`config.mk`:
```
export PLATFORM = sky130hd
export DESIGN_NAME = pfd_ctrl
export DESIGN_NICKNAME = d
export VERILOG_FILES = /design/src/pfd_pkg.sv /design/src/pfd_ctrl.sv
export SDC_FILE = /design/constraint.sdc
export NUM_CORES = 1
export LEC_CHECK = 0
export ABC_AREA = 1
export BUFFER_PORTS_ARGS = -buffer_cell sky130_fd_sc_hd__buf_2
export CAP_MARGIN = 5
export CORE_UTILIZATION = 34
export DETAILED_ROUTE_END_ITERATION = 7
export PLACE_DENSITY_LB_ADDON = 0.25
export SYNTH_ARGS = -nofsm -noshare
export SYNTH_HDL_FRONTEND = slang
export SYNTH_SLANG_ARGS = --single-unit
export TNS_END_PERCENT = 5
```
`constraint.sdc`:
```
create_clock -name i_clk -period 1.5 [get_ports i_clk]
set_input_delay 0.075 -clock i_clk [delete_from_list [all_inputs] [get_ports i_clk]]
set_output_delay 0.075 -clock i_clk [all_outputs]
set_load 0.1 [all_outputs]
```
`src/pfd_pkg.sv`:
```
// ----------------------------------------------------------------------------
// pfd_pkg
// Shared constants, codes and helpers for the filtered-derivative PID core.
// ----------------------------------------------------------------------------
package pfd_pkg;

    localparam logic [32:0] TauQ16     = 33'd260759459;
    localparam logic [13:0] DerivScale = 14'd10000;

    // 1e6 = 64 * 15625; the odd part is divided by reciprocal multiplication,
    // recip = ceil(2^44 / 15625), exact for dividends below 2^30
    localparam logic [13:0] UsPerSOdd   = 14'd15625;
    localparam logic [30:0] UsPerSRecip = 31'd1125899907;

    typedef enum logic [2:0] {
        REG_PROP_GAIN,
        REG_INTEG_GAIN,
        REG_DERIV_GAIN,
        REG_PROP_TRIM,
        REG_INTEG_TRIM,
        REG_DERIV_TRIM,
        REG_ERR_CLAMP
    } t_reg_idx;

    typedef enum logic [4:0] {
        OP_NOP,
        OP_LOAD,
        OP_ERR,
        OP_DIVF,
        OP_ENDF,
        OP_MDIFF,
        OP_DIVR,
        OP_ENDR,
        OP_MFILT,
        OP_FILT,
        OP_MINT,
        OP_MDT,
        OP_DIVI,
        OP_ENDI,
        OP_MP,
        OP_MD,
        OP_OUT
    } t_op;

    typedef struct packed {
        logic div_busy;
        logic out_free;
    } t_stat;

    function automatic logic signed [31:0] sat32(input logic signed [63:0] x);
        logic signed [31:0] r;
        if (x > 64'sd2147483647) begin
            r = 32'sh7FFFFFFF;
        end else if (x < -64'sd2147483648) begin
            r = 32'sh80000000;
        end else begin
            r = x[31:0];
        end
        return r;
    endfunction

endpackage

```
`src/pfd_ctrl.sv`:
```
// ----------------------------------------------------------------------------
// pfd_ctrl
// Sequencer issuing one datapath op per cycle for each step unless stalled.
// ----------------------------------------------------------------------------
module pfd_ctrl
    import pfd_pkg::*;
(
    input  logic  i_clk,
    input  logic  i_rst_n,
    input  logic  i_in_valid,
    output logic  o_in_ready,
    input  t_stat i_stat,
    output t_op   o_op
);

    typedef enum logic [4:0] {
        S_IDLE, S_ERR, S_FGO, S_FWAIT, S_FEND, S_MDIFF, S_RGO, S_RWAIT, S_REND,
        S_MFILT, S_FILT, S_MINT, S_MDT, S_IGO, S_IWAIT, S_IEND, S_MP, S_MD, S_OUT
    } t_state;

    t_state r_state;
    logic   r_in_ready;

    always_ff @(posedge i_clk) begin
        if (!i_rst_n) begin
            r_state    <= S_IDLE;
            r_in_ready <= 1'b1;
        end else begin
            case (r_state)
                S_IDLE: begin
                    if (i_in_valid) begin
                        r_state    <= S_ERR;
                        r_in_ready <= 1'b0;
                    end
                end
                S_ERR:   r_state <= S_FGO;
                S_FGO:   r_state <= S_FWAIT;
                S_FWAIT: if (!i_stat.div_busy) r_state <= S_FEND;
                S_FEND:  r_state <= S_MDIFF;
                S_MDIFF: r_state <= S_RGO;
                S_RGO:   r_state <= S_RWAIT;
                S_RWAIT: if (!i_stat.div_busy) r_state <= S_REND;
                S_REND:  r_state <= S_MFILT;
                S_MFILT: r_state <= S_FILT;
                S_FILT:  r_state <= S_MINT;
                S_MINT:  r_state <= S_MDT;
                S_MDT:   r_state <= S_IGO;
                S_IGO:   r_state <= S_IWAIT;
                S_IWAIT: if (!i_stat.div_busy) r_state <= S_IEND;
                S_IEND:  r_state <= S_MP;
                S_MP:    r_state <= S_MD;
                S_MD:    r_state <= S_OUT;
                S_OUT: begin
                    if (i_stat.out_free) begin
                        r_state    <= S_IDLE;
                        r_in_ready <= 1'b1;
                    end
                end
                default: begin
                    r_state    <= S_IDLE;
                    r_in_ready <= 1'b1;
                end
            endcase
        end
    end

    always_comb begin
        case (r_state)
            S_IDLE:  o_op = i_in_valid ? OP_LOAD : OP_NOP;
            S_ERR:   o_op = OP_ERR;
            S_FGO:   o_op = OP_DIVF;
            S_FEND:  o_op = OP_ENDF;
            S_MDIFF: o_op = OP_MDIFF;
            S_RGO:   o_op = OP_DIVR;
            S_REND:  o_op = OP_ENDR;
            S_MFILT: o_op = OP_MFILT;
            S_FILT:  o_op = OP_FILT;
            S_MINT:  o_op = OP_MINT;
            S_MDT:   o_op = OP_MDT;
            S_IGO:   o_op = OP_DIVI;
            S_IEND:  o_op = OP_ENDI;
            S_MP:    o_op = OP_MP;
            S_MD:    o_op = OP_MD;
            S_OUT:   o_op = i_stat.out_free ? OP_OUT : OP_NOP;
            default: o_op = OP_NOP;
        endcase
    end

    assign o_in_ready = r_in_ready;

endmodule

```
# Word level (Yosys, flattened, before mapping)
# Index checks and enable logic that the tools add are counted.
[classes] reduce_logical=4 n_mux=12 bitwise_logic=1 eq_ne=23
[ops] operator="case mux 5 bit (19 select lines)" count=1
[ops] operator="case mux 5 bit (16 select lines)" count=1
[ops] operator="equality test 5 x 4 -> 1 bit (second input constant)" count=8
[ops] operator="2-to-1 mux 5 bit" count=6
[ops] operator="equality test 5 x 3 -> 1 bit (second input constant)" count=4
[ops] operator="OR reduction 17 bit" count=1
[ops] operator="equality test 5 bit (second input constant)" count=3
[ops] operator="equality test 5 x 2 -> 1 bit (second input constant)" count=2
[ops] operator="inequality test 2 bit (second input constant)" count=5
[ops] operator="equality test 5 x 1 -> 1 bit (second input constant)" count=1
[ops] operator="logical NOT 5 bit" count=1
[ops] operator="AND reduction 5 bit" count=1
[ops] operator="2-to-1 mux 1 bit" count=3
[ops] operator="case mux 1 bit (3 select lines)" count=1
[ops] operator="AND reduction 3 bit" count=1
[ops] operator="NOT 1 bit" count=1
[word_totals] in_bits=5 reg_bits=6

# Depth between registers and ports, before layout
[logic_depth] ltp_word=4 ltp_mapped=11 depth_no_buf=11

# Least setup slack after synthesis
# No wires, ideal clock.
[synth_path] path_type="reg2out" startpoint="register r_state[4]" endpoint="output o_op[4]" stages_incl_launch_ff=3 required_time_ns=1.425 slack_ns=-2.022 path_buffers=0 arrival_ns=3.447 cell_sequence="dfxtp_1 -> inv_1 -> nor4_1"
[synth_between] elab_chain_len=2 word_cells_on_any_way=17 classes_between="eq/ne: 15; mux: 1; reduce/logical: 1"
[synth_rtl] item="start: declaration" line="pfd_ctrl.sv:21" source="t_state r_state;"
[synth_rtl] item="start signal: assignment" line="pfd_ctrl.sv:26" source="r_state <= S_IDLE;"
[synth_rtl] item="start signal: assignment" line="pfd_ctrl.sv:32" source="r_state <= S_ERR;"
[synth_rtl] item="start signal: assignment" line="pfd_ctrl.sv:36" source="S_ERR: r_state <= S_FGO;"
[synth_rtl] item="equality test 5 bit (tied with other cells)" line="pfd_ctrl.sv:68" source="case (r_state)"
[synth_rtl] item="case mux 5 bit (16 select lines) *" line="pfd_ctrl.sv:68"
[synth_rtl] item="end: declaration" line="pfd_ctrl.sv:13" source="output t_op o_op"
# Mark *: on every way between the ends. The rest lies on a longest branch, timed or not.

# Worst setup path after layout
[layout_path] startpoint="register r_state[4]" endpoint="output o_op[3]"
# Same word-level chain as after synthesis.

==> out/qor.yml <==
crit_path_start: "r_state[4]"
crit_end: "o_op[3]"
path_class: "reg2out"
io_pins: 11
r2r_cells: 10
r2r-end: "r_state[3]"
ys_types: 18
clk_latency_ns: 0.24
detail_route.wirelength_mm: 2.17
slew_viol_final: 0
required_ns: 1.42
post-route-util_pct: 67.9
layout_commonest_cell: "nand2_1"
status: "finished with violations"
die_h_um: 44.0
critPathLaunchType: "flop"
grt_max_degree: 7
post-route-drc-count: 0
hold_path_class: "in2reg"
finalSetupViolations: 5
worstSetupEndpointType: "output port"
clockBufferDepth: 2
grt-ovfl-total: 0
layout-drive-gt1-share_pct: 49.3
use_met2_pct: 47.2
ys_seq_elements: 6
yosysSeqAreaShare_pct: 20.0
use_met1_pct: 30.2
synth_warnings: 0
stdcell_count: 164
cts_inserted_buffers: 3
cts.sinks: 6
nNetsFinal: 155
clock-skew-final_ns: 0.00169
grt_usage_pct: 25.8
avgSynthCellArea_um2: 5.21
syn_inst: 115
path_clk_slew_ns: 0.04
drtPass1Iterations: 6
initial_utilization_pct: 38.0
r2r_start: "r_state[4]"
setup_ws_ns: -0.107
syn-num-nets: 120
placed_cells: 152
grt_busiest_layer: "met2"
clock_tree.root_cell: "clkbuf_4"
violations: "setup timing"
rsz0062_at_grt: "yes"
cap_violations: 0
dp_hpwl_mm: 1.47
num_vias: 892
htreeDepth: 1
hold_violations: 0
diodes: 0
via_per_inst: 5.44
detail-route-antenna-nets: 0
coreArea_um2: 1580
io_buffers: 10
dr.first_iter.drc_count: 34
period_minus_slack_ns: 1.61
antenna_found_initial: 0
postLayoutCellArea_um2: 1070
grt_pass1_vias: 839
num_rows: 14
die_width_um: 44.0
grt_pass1_wl_mm: 3.66
use_met3_pct: 2.92
design.die.area_um2: 1930
gp_congestion: 0.845
path_max_fanout: 4
reg2reg_slack_ns: 0
slew_headroom_pct: 67.8
worst_pin_slew_ns: 0.487
syn_area_um2: 599
wl_per_cell_um: 13.3
placed_area_um2: 860
critPathArrivalTime_ns: 1.53
area_growth_pct: 78.7
fin_crit_sh_pct: 107
max_freq_ghz: 0.622
final_cell_mix: "nand2_1 (21), buf_4 (20), inv_1 (16)"
cts_tree: "yes"
==> synthesized netlist by cell type (all sizes together) <==
library cell / n / share of area, %
a21boi: 1 / 1.3
a21oi: 7 / 5.8
and2: 2 / 2.1
dfxtp: 6 / 20
inv: 22 / 14
nand2: 32 / 20
nand3: 12 / 11
nand4: 1 / 1.0
nor2: 19 / 12
nor3: 4 / 4.2
nor4: 1 / 1.0
o2111ai: 1 / 1.5
o211ai: 1 / 1.3
o21ai: 5 / 4.2
o22ai: 1 / 1.0
==> metal layers <==
| layer | up-vias | wire (µm) |
|---|---|---|
| met5 | - | 0 |
| met4 | 0 | 25 |
| met3 | 4 | 134 |
| met2 | 45 | 1130 |
| met1 | 401 | 884 |
| li1 | 442 | - |
==> area by class of cell <==
cell class                      count  area, µm²
Clock buffer                        3       22.5
Multi-Input combinational cell     87        532
Fill cell                         116        505
Tap cell                           16       20.0
Timing Repair Buffer               30        275
Inverter                           22       85.1
Sequential cell                     6        136
==> flip-flops by register name (all words and copies together) (netlist names) <==
| signal | flops |
|---|---|
| o_in_ready | 1 |
| r_state | 5 |
==> cells by family (layout without fill, tap and decap cells) <==
group	count (synthesis)	count (layout)	share of synthesized area, %
AOI/OAI and AO/OA	16	16	15.0
buffers and inverters	22	55	13.8
DFF	6	6	20.0
and+or+nand+nor	71	71	51.1
==> worst min path at each step <==
| stage | start | to | slack (ns) | depth (start not counted) |
|---|---|---|---|---|
| 6_report | i_rst_n | r_state[1] | 0.12 | 3 |
| 5_1_grt | i_rst_n | r_state[1] | 0.14 | 3 |
| 4_1_cts | i_rst_n | r_state[1] | 0.1 | 3 |
| 3_5_place_dp | i_rst_n | r_state[1] | 0.35 | 3 |
| 3_3_place_gp | i_rst_n | r_state[1] | 0.35 | 3 |
| 2_1_floorplan | i_rst_n | r_state[1] | 0.20 | 2 |
==> what timing repair did <==
| item | CTS | global route |
|---|---|---|
| hold buffers | 0 | 0 |
| setup buffers | 9 | 0 |
| setup endpoints to repair | 4 | 8 |
| pin swaps | 10 | 2 |
| gates resized for setup | 39 | 6 |
==> critical path: stages, from the launching register on <==
cell and delay [ns]:
dfxtp_2 0.37, inv_2 0.08, nand2_4 0.09, inv_2 0.04, nand2_2 0.07, nand2_2 0.07, nor3_2 0.20, o211ai_1 0.16
buf_12 0.20
==> metrics by stage <==
stage | TNS (ns) | hold WS [ns] | setup slack (ns)
after floorplan | -1.71 | 0.201 | -0.676
after global placement | 0 | 0.353 | 0.00713
after detailed placement | -0.0283 | 0.351 | -0.0283
after CTS | -0.206 | 0.0991 | -0.0555
after global routing | -0.844 | 0.137 | -0.177
final | -0.316 | 0.116 | -0.107
Power is left out: the tool's default activity adds up to more than one toggle a clock period on the data nets, which glitch-free logic cannot reach.
